--- src/rtl/frame_error_check_verifier_defines.svh ---
// Assertion macros shared by the frame error check verifier RTL.
// Depends on nothing; taken in by files that carry concurrent checks.
`ifndef FRAME_ERROR_CHECK_VERIFIER_DEFINES_SVH
`define FRAME_ERROR_CHECK_VERIFIER_DEFINES_SVH

// Same-cycle implication, checked outside reset.
`define FEC_ASSERT_NOW(label, clk, rst_n, ante, cons, msg) \
    label: assert property (@(posedge clk) disable iff (!(rst_n)) (ante) |-> (cons)) \
        else $error(msg);

// Next-cycle implication, checked outside reset.
`define FEC_ASSERT_NEXT(label, clk, rst_n, ante, cons, msg) \
    label: assert property (@(posedge clk) disable iff (!(rst_n)) (ante) |=> (cons)) \
        else $error(msg);

`endif

--- src/rtl/fec_pkg.sv ---
// Shared types, constants and per-byte update functions for the frame checker.
// No dependencies.
package fec_pkg;

    localparam logic [15:0] CRC_INIT = 16'hFFFF;
    localparam logic [15:0] CRC_POLY = 16'h1021;
    localparam logic [15:0] SUM_INIT = 16'h0000;

    typedef enum logic [1:0] {
        METH_PARITY = 2'd0,
        METH_CRC    = 2'd1,
        METH_SUM    = 2'd2
    } t_method;

    typedef struct packed {
        logic        parity;
        logic [15:0] crc;
        logic [15:0] sum;
    } t_codes;

    localparam t_codes CODES_INIT = '{parity: 1'b0, crc: CRC_INIT, sum: SUM_INIT};

    // CRC-16, MSB first, eight bit steps on one byte
    function automatic logic [15:0] crc_byte(input logic [15:0] crc, input logic [7:0] b);
        logic [15:0] c;
        c = crc ^ {b, 8'h00};
        for (int i = 0; i < 8; i++) begin
            if (c[15]) begin
                c = {c[14:0], 1'b0} ^ CRC_POLY;
            end else begin
                c = {c[14:0], 1'b0};
            end
        end
        return c;
    endfunction

    // 16-bit sum with end-around carry
    function automatic logic [15:0] sum_byte(input logic [15:0] sum, input logic [7:0] b);
        logic [16:0] t;
        t = {1'b0, sum} + {9'd0, b};
        return t[15:0] + {15'd0, t[16]};
    endfunction

endpackage

--- src/rtl/fec_accum.sv ---
// Running parity, CRC and sum accumulators for the current frame.
// Depends on fec_pkg.
module fec_accum (
    input  logic            i_clk,
    input  logic            i_rst_n,
    input  logic            i_adv,
    input  logic            i_last,
    input  logic [7:0]      i_byte,
    output fec_pkg::t_codes o_next,
    output fec_pkg::t_codes o_acc
);
    import fec_pkg::*;

    t_codes r_acc;
    t_codes n_acc;

    always_comb begin
        n_acc.parity = r_acc.parity ^ (^i_byte);
        n_acc.crc    = crc_byte(r_acc.crc, i_byte);
        n_acc.sum    = sum_byte(r_acc.sum, i_byte);
    end

    always_ff @(posedge i_clk) begin
        if (!i_rst_n) begin
            r_acc <= CODES_INIT;
        end else if (i_adv) begin
            // restart on the closing byte
            r_acc <= i_last ? CODES_INIT : n_acc;
        end
    end

    assign o_next = n_acc;
    assign o_acc  = r_acc;

endmodule

--- src/rtl/fec_result.sv ---
// Code selection, compare and the result register of the frame checker.
// Depends on fec_pkg.
module fec_result (
    input  logic            i_clk,
    input  logic            i_rst_n,
    input  logic            i_load,
    input  logic            i_take,
    input  logic [1:0]      i_method,
    input  fec_pkg::t_codes i_codes,
    input  logic [15:0]     i_sent,
    output logic            o_valid,
    output logic [15:0]     o_code,
    output logic            o_match
);
    import fec_pkg::*;

    logic        r_valid;
    logic [15:0] r_code;
    logic        r_match;
    logic [15:0] n_code;
    logic        n_match;

    always_comb begin
        case (i_method)
            METH_PARITY: begin
                n_code  = {15'd0, i_codes.parity};
                n_match = (n_code == i_sent);
            end
            METH_CRC: begin
                n_code  = i_codes.crc;
                n_match = (n_code == i_sent);
            end
            METH_SUM: begin
                n_code  = ~i_codes.sum;
                n_match = (n_code == i_sent);
            end
            default: begin
                n_code  = 16'd0;
                n_match = 1'b0;
            end
        endcase
    end

    always_ff @(posedge i_clk) begin
        if (!i_rst_n) begin
            r_valid <= 1'b0;
        end else if (i_load) begin
            r_valid <= 1'b1;
        end else if (i_take) begin
            r_valid <= 1'b0;
        end
    end

    always_ff @(posedge i_clk) begin
        if (i_load) begin
            r_code  <= n_code;
            r_match <= n_match;
        end
    end

    assign o_valid = r_valid;
    assign o_code  = r_code;
    assign o_match = r_match;

endmodule

--- src/rtl/frame_error_check_verifier.sv ---
// Frame error check verifier: top level. Depends on fec_pkg, fec_accum, fec_result.
// A closing byte goes through the input register, then the result register. Throughput:
// one byte per cycle, but a closing byte waits while the result slot is full; the rate
// is set by the combinational byte-wide CRC/sum update between the two registers.
// Reset (synchronous, active low): method to even parity, codes to start values.
`include "frame_error_check_verifier_defines.svh"

module frame_error_check_verifier (
    input  logic        i_clk,
    input  logic        i_rst_n,
    // configuration: check method, 0 parity, 1 CRC-16, 2 checksum
    input  logic        i_cfg_wr_en,
    input  logic [1:0]  i_cfg_wr_data,
    // byte stream in
    input  logic        s_axis_tvalid,
    output logic        s_axis_tready,
    input  logic [23:0] s_axis_tdata,   // [7:0] data_byte, [23:8] sent_code
    input  logic        s_axis_tlast,   // frame_end
    // result stream out
    output logic        m_axis_tvalid,
    input  logic        m_axis_tready,
    output logic [23:0] m_axis_tdata    // [15:0] computed_code, [16] code_match, rest zero
);
    import fec_pkg::*;

    // Method register; the user must write it only while idle, the block does not enforce this.
    logic [1:0]  r_method;

    // Input register: hold one beat until it can move on.
    logic        r_in_valid;
    logic [7:0]  r_in_byte;
    logic        r_in_last;
    logic [15:0] r_in_sent;

    logic        out_free;
    logic        adv;
    logic        in_fire;
    logic        out_fire;
    logic        load_result;
    t_codes      codes_next;
    t_codes      codes_acc;
    logic        res_valid;
    logic [15:0] res_code;
    logic        res_match;

    // A middle byte moves on at once; a closing byte waits for a free result slot.
    assign out_fire      = m_axis_tvalid & m_axis_tready;
    assign out_free      = !res_valid || m_axis_tready;
    assign adv           = r_in_valid && (!r_in_last || out_free);
    assign load_result   = adv && r_in_last;
    assign s_axis_tready = !r_in_valid || adv;
    assign in_fire       = s_axis_tvalid & s_axis_tready;

    always_ff @(posedge i_clk) begin
        if (!i_rst_n) begin
            r_method <= METH_PARITY;
        end else if (i_cfg_wr_en) begin
            r_method <= i_cfg_wr_data;
        end
    end

    always_ff @(posedge i_clk) begin
        if (!i_rst_n) begin
            r_in_valid <= 1'b0;
        end else if (in_fire) begin
            r_in_valid <= 1'b1;
        end else if (adv) begin
            r_in_valid <= 1'b0;
        end
    end

    // Payload: load on every accepted beat, no reset needed.
    always_ff @(posedge i_clk) begin
        if (in_fire) begin
            r_in_byte <= s_axis_tdata[7:0];
            r_in_last <= s_axis_tlast;
            r_in_sent <= s_axis_tdata[23:8];
        end
    end

    fec_accum u_accum (
        .i_clk   (i_clk),
        .i_rst_n (i_rst_n),
        .i_adv   (adv),
        .i_last  (r_in_last),
        .i_byte  (r_in_byte),
        .o_next  (codes_next),
        .o_acc   (codes_acc)
    );

    // Codes including the closing byte feed the compare directly.
    fec_result u_result (
        .i_clk    (i_clk),
        .i_rst_n  (i_rst_n),
        .i_load   (load_result),
        .i_take   (m_axis_tready),
        .i_method (r_method),
        .i_codes  (codes_next),
        .i_sent   (r_in_sent),
        .o_valid  (res_valid),
        .o_code   (res_code),
        .o_match  (res_match)
    );

    assign m_axis_tvalid = res_valid;
    assign m_axis_tdata  = {7'd0, res_match, res_code};

    // A closing byte always leaves a result behind it.
    `FEC_ASSERT_NEXT(a_last_gives_result, i_clk, i_rst_n, load_result, m_axis_tvalid, "closing byte left no result")
    // Accumulators restart after a closing byte.
    `FEC_ASSERT_NEXT(a_acc_restart, i_clk, i_rst_n, load_result, codes_acc == CODES_INIT, "accumulators not restarted after frame end")
    // Back-pressure only while a beat is held.
    `FEC_ASSERT_NOW(a_stall_needs_beat, i_clk, i_rst_n, !s_axis_tready, r_in_valid, "input stalled with empty input register")
    // A handed-over result is not shown again; only a newly loaded one refills the slot.
    `FEC_ASSERT_NEXT(a_result_drain, i_clk, i_rst_n, out_fire && !load_result, !m_axis_tvalid, "result repeated after hand-over")

endmodule

--- config.mk ---
export PLATFORM = sky130hd
export DESIGN_NAME = frame_error_check_verifier
export DESIGN_NICKNAME = d
export VERILOG_FILES = /design/src/rtl/fec_pkg.sv /design/src/rtl/fec_accum.sv /design/src/rtl/fec_result.sv /design/src/rtl/frame_error_check_verifier.sv
export VERILOG_INCLUDE_DIRS = /design/src /design/src/rtl
export SDC_FILE = /design/constraint.sdc
export NUM_CORES = 1
export LEC_CHECK = 0
export BUFFER_PORTS_ARGS = -buffer_cell sky130_fd_sc_hd__buf_2
export CAP_MARGIN = 20
export CORE_ASPECT_RATIO = 1.1
export CORE_MARGIN = 4
export CORE_UTILIZATION = 59
export DETAILED_ROUTE_END_ITERATION = 8
export GPL_ROUTABILITY_DRIVEN = 0
export PLACE_DENSITY = 0.89
export SLEW_MARGIN = 20
export SYNTH_ARGS = -nofsm -noshare
export SYNTH_HDL_FRONTEND = slang
export SYNTH_SLANG_ARGS = --single-unit
--- constraint.sdc ---
create_clock -name i_clk -period 7.5 [get_ports i_clk]
set_clock_uncertainty 0.1 [all_clocks]
set_input_delay 0.75 -clock i_clk [delete_from_list [all_inputs] [get_ports i_clk]]
set_output_delay 0.75 -clock i_clk [all_outputs]
set_load 0.05 [all_outputs]
# Word level (Yosys, flattened, before mapping)
# Index checks and enable logic that the tools add are counted.
# totals
register_bits	79
latchBits	0
ramBits	0
mem_bits_ro	0
in_bits	32
out_inout_bits	26
wordCells	57
memories	0
# op_classes
n_addsub	2
multipliers	0
n_div	0
n_lt_le_gt_ge	0
eq_ne	5
shift	0
n_mux	15
bitwise	12
n_reduce_logical	12
# op_table
cell	n
13-bit two-way mux	8
16-bit one-hot mux with 3 select lines	1
33-bit two-way mux	1
16-bit == test	2
3-bit inverter	8
16-bit by 8-bit adder with 17-bit output	1
16-bit by 1-bit adder with 16-bit output	1
1-bit by 16-bit == test with 1-bit output	1
16-bit inverter	1
16-bit bitwise XOR	1
8-bit parity	1
1-bit two-way mux	4
2-bit nonzero test	2
1-bit zero test	3
1-bit logical OR	3
1-bit one-hot mux with 3 select lines	1
2-bit by 1-bit == test with 1-bit output (second input constant)	1
2-bit == test (second input constant)	1
1-bit logical AND	2
2-bit zero test	1
1-bit bitwise AND	1
1-bit bitwise XOR	1

# Depth between registers and ports, before layout
# Gate-level depths: netlist (run 1).
# logic_depth
word_depth	19
depth_mapped	19
ltp_nobuf	19

# Cells and area by module
# From an unflattened synthesis (run 1), not the netlist that was laid out.
# hier_totals
hier_cells	469
area_unflattened_um2	4579.4
# modules_own_cells
mod	instances	cells_each	area_per_inst_um2	seq_area_each_um2
fec_accum	1	295	2399.8	660.6
fec_result	1	125	1209.9	530.5
frame_error_check_verifier	1	49	969.7	810.8

# Worst setup path before layout (run 1)
# Ideal clock, no wire load.
# synth_timing
path_kind	reg-to-reg
start	register r_in_byte[0]
end	register u_result.r_match, in the netlist u_result.o_match (data pin)
setup_time_ps	169
t_arrival_ps	5006
t_required_ps	7231
setup_slack_ps	2225
stages_incl_launch_ff	20
path_buffers	1
period_less_slack_ps	5275
path_cell_list	edfxtp_1 > ha_1 > inv_1 > fa_1 > nor2b_1 > o2111ai_1 > and3_1 > or2_2 > nor4_1 > ha_1 > or3b_1 > a2111o_1 > a211oi_2 > or3b_1 > buf_2 > o311a_1 > a221o_1 > o41ai_2 > a211oi_1 > nor4b_2
# synth_between
elab_chain_len	9
elab_cells_between_ends	16
cone_classes	add/sub: 2; eq/ne: 3; mux: 6; bitwise: 4; reduce/logical: 1
# synth_lines
item	line_no	rtl
start, declared	frame_error_check_verifier.sv:31	logic [7:0] r_in_byte;
start signal, assigned	frame_error_check_verifier.sv:75	r_in_byte <= s_axis_tdata[7:0];
parallel branches: the longest is 8 deep, another holds 16-bit by 8-bit adder with 17-bit output	n/a	
1-bit one-hot mux with 3 select lines *	fec_result.sv:24	case (i_method)
end signal, assigned	fec_result.sv:57	r_match <= n_match;
end, declared	fec_result.sv:19	logic r_match;
# Every way passes the cells marked *.
# A chain may end at the register's enable or synchronous reset.

# Worst setup path after layout (run 1)
# Same ends and word-level chain as after synthesis.

==> flow_summary.yaml, run 1 <==
critical_path:
  r2r_slack_ps: 1510
  critPathKind: "register to register"
  crit_required_ps: 7570
  cp-end-kind: "register"
  crit_chain: "ha_1 > inv_1 > fa_1 > nor2b_1 > o2111ai_1 > and3_1 > or2_2 > nor4_1 > ha_1 > or3b_1 > a2111o_1 > a211oi_2 > or3b_1 > o311a_1 > a221o_1 > o41ai_2 > a211oi_1 > nor4b_2"
  slowest_delay_ps: 470
  start_kind: "register"
  rr_endpoint: "u_result.o_match"
  critPathSlowestCell: "or3b_1"
  worstPathArrival_ps: 6060
  timing.rr.start: "r_in_byte[0]"
  worstRegToRegCells: 18
  crit_fanout: 6
cts:
  clockBufferDepth: 2
  cts_hold_buf: 0
  cts_tree: "built"
  htreeDepth: 3
  clock_latency_ps: 360
  root_buffer: "clkbuf_8"
  numCtsBuffers: 9
  clock-sinks: 79
  clk_pin_slew_ps: 100
  cts_setup_buffers: 0
  cts_resized: 0
global_routing:
  grtUsageTotal_pct: 26.3
  antenna_found_initial: 0
  grt_overflow: 0
  grt_start_max_net_pins: 36
  grt_pass1_wl_um: 20600
  grt_pass1_vias: 4175
synth:
  synth_xor_area_share_pct: 10.4
  synth_enable_flop_cells: 42
  synthAdderAreaFrac_pct: 3.92
  synth_cell_types: 69
  yosys_warnings: 0
  synthMuxAreaShare_pct: 1.66
  yosys-top-cells-area: "edfxtp_1 (25%), dfxtp_1 (15%), xnor2_1 (5.8%), nand2_1 (5.2%), xor2_1 (3.7%)"
  synth_top_area_share_pct: 25.4
  synth_area_mm2: 0.00497
  netlist_instances: 544
  synth-seq-cells: 79
  synth-main-ff-cell: "edfxtp_1"
  ys_seq_area_share_pct: 40.3
  synth_top_family_by_area: "simple AND/OR/NAND/NOR gates"
  synth_compound_area_share_pct: 17.1
  yosys.area.top_type: "edfxtp_1"
  syn_area_per_cell_um2: 9.14
  async_reset_ff_share_pct: 0
  synthSimpleGateAreaFrac_pct: 21.7
die:
  coreArea_mm2: 0.00808
  die_y_um: 104
  num_rows: 34
  die_w_um: 95.5
  io_pins: 58
  dieArea_mm2: 0.00996
  initial_core_util_pct: 61.5
finish:
  drive_above_1_share_pct: 14.8
  nNetsFinal: 625
  final_common_cell: "nand2_1"
  final_cell_mix: "nand2_1 (69), buf_2 (50), edfxtp_1 (42)"
  finalNonFillerCells: 691
  fill_cells: 610
  n_antenna_cell: 0
  syn_to_final_growth_pct: 9.41
worst_hold_path:
  holdCritStartpoint: "u_accum.o_acc[16]"
  min_to: "u_accum.o_acc[16]"
  hp-class: "register to register"
  min_delay_path_depth: 2
power_and_ir_drop:
  vdd_drop_max_mv: 0.226
  leakagePower_nw: 2.03
  p_per_area_mw_per_mm2: 198
sta:
  relSlewSlack_pct: 24.7
  period_needed_ps: 5990
  worst_pin_slew_ps: 1130
  fmax_mhz: 167
  finalHoldViolations: 0
  setup_viol: 0
  setup_ws_ps: 1510
  fin_crit_sh_pct: 79.9
  slew_viol_final: 0
  holdWs_ps: 384
  tns_ps: 0
  rsz0062_at_grt: "false"
placed_design:
  hpwlAfterDp_um: 9610
  dp.cells: 675
  io_buffer_count: 50
  dp_slack_ps: 1610
routing:
  wire_per_inst_um: 18.9
  dr.pass1.iters: 5
  dr.first_iter.drc_count: 624
  drt-total-wl_um: 13000
  routed_via_density: 6.40
  ant_nets: 0
  num_vias: 4424
  drc: 0
run:
  maxCapViolCount: 0
outcome:
  status: "finished, final reports clean"
[sequential cells by signal, indices dropped and copies added (netlist names)]
name and count:
r_in_sent 16, u_result.o_match 1, r_in_valid 1, r_in_last 1, r_method 2, u_result.o_valid 1
u_accum.o_acc 33, r_in_byte 8, u_result.o_code 16
[worst max-delay path, delay by kind of cell, from the launching register on]
kind                     cells  cell delay [ps]
AO/OA/AOI/OAI                7             2040
buffers and inverters        1               60
flip-flops                   1              370
adder cells (fa/ha/maj)      3              930
AND/OR/NAND/NOR              7             2310
[final cells by class]
cell class | instances | area (um2) | area share, %
Clock buffer | 10 | 138 | 2.53
Tap cell | 108 | 135 | 2.48
Inverter | 18 | 67.6 | 1.24
Clock inverter | 6 | 75.1 | 1.38
Multi-Input combinational cell | 418 | 2760 | 50.7
Timing Repair Buffer | 52 | 265 | 4.87
Sequential cell | 79 | 2000 | 36.8
[per-stage QoR]
step | total power, mW | area (um2) | util [%]
2_1_floorplan | 0.682 | 5000 | -
3_3_place_gp | 0.732 | 5230 | 64.7
3_5_place_dp | 0.741 | 5230 | 64.7
4_1_cts | 1.07 | 5440 | 67.3
5_1_grt | 1.12 | 5440 | 67.3
6_report | 1.08 | 5440 | 67.3
[Yosys cell counts (5+ instances only)]
master and instances:
dfxtp_1 37, o211ai_1 8, clkbuf_1 21, mux2i_1 6, nand3_1 26, nor2b_1 15
or3_1 6, nand2b_1 7, o2111ai_1 5, and3_1 7, nand4_1 5, nor4_1 9
a21oi_1 19, buf_4 8, a22oi_1 11, a31oi_1 5, o21a_1 7, ha_1 14
xor2_1 21, nor2_1 29, nand2_1 69, o21ai_0 17, and2_1 8, inv_1 17
edfxtp_1 42, xnor2_1 33, nor3_1 12, o22ai_1 5, or2_2 8
[where the power goes]
group / switching (mW) / leakage [nW] / internal [mW]
Clock: 0.169 / 0.105 / 0.168
Sequential: 0.0189 / 0.705 / 0.480
Combinational: 0.158 / 1.22 / 0.0841
Total: 0.346 / 2.03 / 0.733
[logic make-up (layout without fill, tap and decap cells)]
family	count (synthesis)	in the layout
compound gates	118	118
xor+xnor	56	56
fa+ha+maj	15	15
buf+inv	53	86
flops	79	79
mux	8	8
other cells	1	7
simple gates	214	214
[routing by layer]
metal / track usage (%) / up-vias / wire (um)
met1: 33.7 / 2042 / 5060
met3: 5.79 / 69 / 1200
met2: 40.9 / 286 / 6070
met5: 0 / - / 0
met4: 14.0 / 0 / 702
li1: - / 2027 / -
[worst max-delay path by stage]
stage	depth (start not counted)	start	end	slack (ps)
after global placement	18	r_in_byte[0]	u_result.o_match	1890
after global routing	19	r_in_byte[0]	u_result.o_match	1110
after detailed placement	18	r_in_byte[0]	u_result.o_match	1610
after CTS	18	r_in_byte[0]	u_result.o_match	1580
final	18	r_in_byte[0]	u_result.o_match	1510
after floorplan	19	r_in_byte[0]	u_result.o_match	2220
(Power assumes the default switching activity.)
==> run 2: changes to the inputs <==
--- a/config.mk
+++ b/config.mk
@@ -10,10 +10,10 @@
 export CAP_MARGIN = 20
 export CORE_ASPECT_RATIO = 1.1
 export CORE_MARGIN = 4
-export CORE_UTILIZATION = 59
+export CORE_UTILIZATION = 53
 export DETAILED_ROUTE_END_ITERATION = 8
 export GPL_ROUTABILITY_DRIVEN = 0
-export PLACE_DENSITY = 0.89
+export PLACE_DENSITY = 0.84
 export SLEW_MARGIN = 20
 export SYNTH_ARGS = -nofsm -noshare
 export SYNTH_HDL_FRONTEND = slang
==> constraint.sdc (replaced) <==
create_clock -name i_clk -period 4.93 [get_ports i_clk]
set_clock_uncertainty 0.1 [all_clocks]
set_input_delay 0.493 -clock i_clk [delete_from_list [all_inputs] [get_ports i_clk]]
set_output_delay 0.493 -clock i_clk [all_outputs]
set_load 0.05 [all_outputs]
==> run 2 against run 1 <==
Compared with the run above: routed wire length grew 5.8%; register-to-register slack lost 1700 ps; fmax grew 18%; setup slack lost 1700 ps; via count grew 5.1%; power grew 53%; critical endpoint unchanged; critical path depth is the same; the run now ends with negative setup slack left.
==> flow_summary.yaml, run 2 (same netlist as run 1, synthesis figures left out) <==
outcome:
  status: "finished with violations"
  failed_checks: "negative setup slack"
routing:
  dr.first_iter.drc_count: 630
  ant_nets: 0
  wire_per_inst_um: 18.7
  num_vias: 4648
  drt-total-wl_um: 13800
  dr.pass1.iters: 6
  drc: 0
  routed_via_density: 6.29
sta:
  finalHoldViolations: 0
  setup_viol: 1
  setup_ws_ps: -163
  fmax_mhz: 196
  relSlewSlack_pct: 30.5
  fin_crit_sh_pct: 103
  period_needed_ps: 5090
  rsz0062_at_grt: "true"
  worst_pin_slew_ps: 1040
  slew_viol_final: 0
finish:
  fin_util_pct: 64.7
  n_antenna_cell: 0
  final_common_cell: "nand2_1"
  fill_cells: 703
  nNetsFinal: 667
  final_cell_mix: "nand2_1 (68), buf_2 (50), buf_4 (44)"
  largest_reg_flops: 33
  syn_to_final_growth_pct: 17.2
  drive_above_1_share_pct: 22.7
global_routing:
  grt_start_max_net_pins: 36
  grt_pass1_wl_um: 21300
  grtUsageTotal_pct: 24.9
  antenna_found_initial: 0
  grt_pass1_vias: 4413
  grt_overflow: 0
critical_path:
  slowest_delay_ps: 420
  worstPathArrival_ps: 5170
  critPathSlowestCell: "or3b_4"
  crit_required_ps: 5010
  r2r_slack_ps: -160
  start_kind: "register"
  critical-path-top-delay-family: "compound AO/OA/AOI/OAI gates"
  critPathKind: "register to register"
  crit_buf_inv: 1
  cp-end-kind: "register"
  crit_fanout: 4
  crit_chain: "ha_2 > inv_2 > fa_2 > nor2b_4 > o2111ai_2 > and3_4 > or2_4 > nor4_4 > ha_2 > or3b_1 > a2111o_1 > a211oi_2 > or3b_4 > o311a_1 > a221o_1 > o41ai_2 > a211oi_2 > nor4b_2"
cts:
  clock_latency_ps: 370
  clockBufferDepth: 2
  htreeDepth: 3
  clock-sinks: 79
  cts_tree: "built"
  numCtsBuffers: 9
  root_buffer: "clkbuf_8"
  clk_pin_slew_ps: 90
die:
  coreArea_mm2: 0.00901
  dieArea_mm2: 0.0110
  num_rows: 36
  die_y_um: 110
  io_pins: 58
  die_w_um: 100
  initial_core_util_pct: 55.2
run:
  maxCapViolCount: 0
power_and_ir_drop:
  leakagePower_nw: 2.25
  p_per_area_mw_per_mm2: 283
  vdd_drop_max_mv: 0.220
placed_design:
  dp_slack_ps: -396
  hpwlAfterDp_um: 10000
  io_buffer_count: 50
worst_hold_path:
  hp-class: "input port to register"
run 2: cell types whose count changed in the layout (fill, tap and decap cells not counted), moves of 2 or more:
cell | before | now
ha_1 | 14 | 12
buf_4 | 2 | 44
ha_2 | 0 | 2
nor4_1 | 9 | 7
run 2: layout make-up:
type | instances | area, um2 | area share (%)
multi-input combinational | 418 | 2830 | 48.6
timing repair buffer | 94 | 581 | 9.96
tap | 114 | 143 | 2.45
sequential | 79 | 2000 | 34.3
clock inverter | 6 | 55.1 | 0.944
clock buffer | 10 | 149 | 2.55
inverter | 18 | 67.6 | 1.16
run 2: final timing paths:
check,cells past startpoint,to,from
min reg2reg,2,u_accum.o_acc[0],u_accum.o_acc[0]
max,18,u_result.o_match,r_in_byte[0]
max reg2reg,18,u_result.o_match,r_in_byte[0]
min,1,r_in_sent[8],s_axis_tdata[16]
run 2: worst reg2reg max path: cells and delay by family (launching register included):
family | cells | cell delay [ps]
flops | 1 | 380
compound gates | 7 | 1830
simple gates | 7 | 1770
buf+inv | 1 | 40
fa+ha+maj | 3 | 790
run 2: layer usage:
metal	part of all wire (%)	track usage, %	vias to the layer above
li1	-	-	2113
met1	38	31.2	2178
met2	48	40.3	280
met3	8.7	3.43	77
met4	5.8	15.8	0
met5	0	0	-
run 2: repair_timing:
| action | CTS | global route |
|---|---|---|
| endpoints found under the setup margin | 3 | 3 |
| resized for setup | 7 | 4 |
| buffers inserted | 4 | 2 |
| pin swaps | 9 | 9 |
| hold buffers | 0 | 0 |
run 2: power breakdown:
part	total (mW)	switching, mW	internal [mW]
Combinational	0.394	0.249	0.146
Clock	0.496	0.272	0.224
Sequential	0.758	0.0271	0.731
run 2: stage by stage:
step	std cells	power (mW)	instance area, um2	hold WS (ps)	setup TNS (ps)
6_report	739	1.65	5830	207	-163
3_3_place_gp	717	1.13	5520	359	-112
2_1_floorplan	550	1.04	5010	342	-207
3_5_place_dp	717	1.14	5520	373	-761
5_1_grt	739	1.71	5830	186	-409
4_1_cts	737	1.63	5800	200	-183
==> run 3: changes to the inputs <==
--- a/config.mk
+++ b/config.mk
@@ -6,14 +6,15 @@
 export SDC_FILE = /design/constraint.sdc
 export NUM_CORES = 1
 export LEC_CHECK = 0
+export ABC_AREA = 1
 export BUFFER_PORTS_ARGS = -buffer_cell sky130_fd_sc_hd__buf_2
 export CAP_MARGIN = 20
 export CORE_ASPECT_RATIO = 1.1
 export CORE_MARGIN = 4
-export CORE_UTILIZATION = 53
+export CORE_UTILIZATION = 54
 export DETAILED_ROUTE_END_ITERATION = 8
 export GPL_ROUTABILITY_DRIVEN = 0
-export PLACE_DENSITY = 0.84
+export PLACE_DENSITY = 0.85
 export SLEW_MARGIN = 20
 export SYNTH_ARGS = -nofsm -noshare
 export SYNTH_HDL_FRONTEND = slang
==> run 3 against run 2 <==
Compared with the run above: the flow now finishes without violations; routed wire length shrank 5.4%; combinational power shrank 14%; fmax grew 16%; largest cell class unchanged; first-iteration DRC count shrank 51%; sequential cell count is the same; setup slack gained 700 ps; sequential power is essentially flat; clock-buffer cell count is the same; final area is essentially flat; die area grew 4.3%; cell count grew 25%; via count grew 7.3%; critical endpoint unchanged.
==> flow_summary.yaml, run 3 <==
outcome:
  status: "finished, final reports clean"
critical_path:
  critPathSlowestCell: "edfxtp_1"
  r2r_slack_ps: 540
  crit_buf_inv: 4
  crit_fanout: 7
  slowest_delay_ps: 550
  crit_path_start: "r_in_byte[0]"
  crit_top_cell: "nand2_1"
  start_kind: "register"
  cp-end-kind: "register"
  crit_required_ps: 5080
  worstPathArrival_ps: 4540
  worstRegToRegCells: 28
  timing.rr.start: "r_in_byte[0]"
  critical-path-top-delay-family: "simple AND/OR/NAND/NOR gates"
  critPathKind: "register to register"
  rr_endpoint: "u_result.o_match"
sta:
  tns_ps: 0
  fin_crit_sh_pct: 89.1
  period_needed_ps: 4390
  slew_viol_final: 0
  fmax_mhz: 228
  worst_pin_slew_ps: 946
  rsz0062_at_grt: "false"
  finalHoldViolations: 0
  holdWs_ps: 190
  setup_viol: 0
  setup_ws_ps: 538
  relSlewSlack_pct: 36.9
synth:
  synth_common_cells: "nand2_1 (277), nand3_1 (77), inv_1 (73)"
  syn_area_per_cell_um2: 7.00
  synth_enable_flop_cells: 42
  yosys.area.top_type: "edfxtp_1"
  synth-seq-cells: 79
  yosys_warnings: 0
  synth-main-ff-cell: "edfxtp_1"
  ys_seq_area_share_pct: 37.7
  synth_most_common_cell: "nand2_1"
  synth_area_mm2: 0.00530
  yosys-top-cells-area: "edfxtp_1 (24%), nand2_1 (20%), dfxtp_1 (14%), nand3_1 (7.3%), inv_1 (5.2%)"
  synth_cell_types: 36
  synth_top_area_share_pct: 23.8
  netlist_instances: 758
  async_reset_ff_share_pct: 0
power_and_ir_drop:
  vdd_drop_max_mv: 0.229
  leakagePower_nw: 2.70
  p_per_area_mw_per_mm2: 282
  fin_total_pwr_mw: 1.65
cts:
  root_buffer: "clkbuf_8"
  clock_latency_ps: 370
  cts_resized: 0
  htreeDepth: 3
  clockBufferDepth: 2
  clk_pin_slew_ps: 90
  cts_hold_buf: 0
  clock-sinks: 79
  cts_tree: "built"
  numCtsBuffers: 9
  cts_setup_buffers: 0
global_routing:
  grt_start_max_net_pins: 48
  grt_pass1_vias: 4771
  grt_pass1_wl_um: 21600
  grtUsageTotal_pct: 24.0
  grt_overflow: 0
  antenna_found_initial: 0
worst_hold_path:
  holdCritStartpoint: "s_axis_tdata[22]"
  min_to: "r_in_sent[14]"
  min_delay_path_depth: 1
  hp-class: "input port to register"
routing:
  routed_via_density: 5.40
  drc: 0
  wire_per_inst_um: 14.1
  dr.pass1.iters: 5
  dr.first_iter.drc_count: 310
  drt-total-wl_um: 13100
  num_vias: 4985
  ant_nets: 0
die:
  die_y_um: 112
  num_rows: 37
  io_pins: 58
  die_w_um: 102
  coreArea_mm2: 0.00949
  initial_core_util_pct: 55.9
  dieArea_mm2: 0.0115
finish:
  final_cell_mix: "nand2_1 (277), nand3_1 (77), inv_1 (73)"
  largest_reg_flops: 33
  final_common_cell: "nand2_1"
  nNetsFinal: 848
  n_antenna_cell: 0
  fill_cells: 825
  fin_util_pct: 61.5
  syn_to_final_growth_pct: 10.0
  drive_above_1_share_pct: 15.1
placed_design:
  hpwlAfterDp_um: 9950
  dp_slack_ps: 681
  io_buffer_count: 50
run:
  maxCapViolCount: 0
## run 3: changes by cell type in the layout (fill, tap and decap cells not counted), sizes merged, moves of 10 or more
cell	before	now
nand2	69	295
inv	21	87
nand3	26	83
buf	94	53
a21oi	19	51
xnor2	33	10
nor2b	15	0
a22oi	11	0
nor3	12	2
## run 3: final cells by class
cell class	count	area, um2	area share [%]
clock buffer	10	128	2.19
clock inverter	6	90.1	1.54
inverter	86	323	5.53
multi-input combinational	572	2850	48.9
sequential	79	2000	34.3
tap	117	146	2.51
timing repair buffer	53	293	5.02
## run 3: through the flow
stage               cell area, um2  cells
global placement              5590    906
detailed placement            5590    906
global route                  5830    923
CTS                           5810    922
floorplan                     5330    764
finish                        5830    923
## run 3: kinds of logic (layout without fill, tap and decap cells)
logic type | Yosys count | count (layout) | synth area share [%]
compound gates | 77 | 77 | 7.50
xor+xnor | 27 | 27 | 4.46
fa+ha+maj | 15 | 15 | 3.68
buf+inv | 113 | 155 | 8.89
flops | 79 | 79 | 37.7
other cells | 1 | 7 | 0.0707
simple gates | 446 | 446 | 37.7
## run 3: where the power goes
group / total, mW / switching [mW] / internal [mW]
Combinational: 0.339 / 0.235 / 0.104
Clock: 0.553 / 0.264 / 0.289
Sequential: 0.755 / 0.0253 / 0.730
## run 3: worst max path at each step
| stage | end | slack [ps] | cells after the start |
|---|---|---|---|
| 2_1_floorplan | u_result.o_match | 1380 | 27 |
| 6_report | u_result.o_match | 540 | 28 |
| 3_5_place_dp | u_result.o_match | 680 | 27 |
| 5_1_grt | u_result.o_match | 40 | 28 |
| 3_3_place_gp | u_result.o_match | 910 | 26 |
| 4_1_cts | u_result.o_match | 600 | 28 |
## run 3: worst register-to-register path, delay by kind of cell, from the launching register on
family | cells | cell delay [ps]
and+or+nand+nor | 19 | 2010
adders and majority gates | 4 | 1090
DFF | 1 | 550
buffers and inverters | 4 | 270
AOI/OAI and AO/OA | 1 | 230
## run 3: per-layer routing
metal	GRT usage [%]	part of all wire, %	up-vias
met3	3.82	5.7	48
met2	39.7	49	173
met5	0	0	-
li1	-	-	2508
met4	14.1	5.0	0
met1	29.0	40	2256
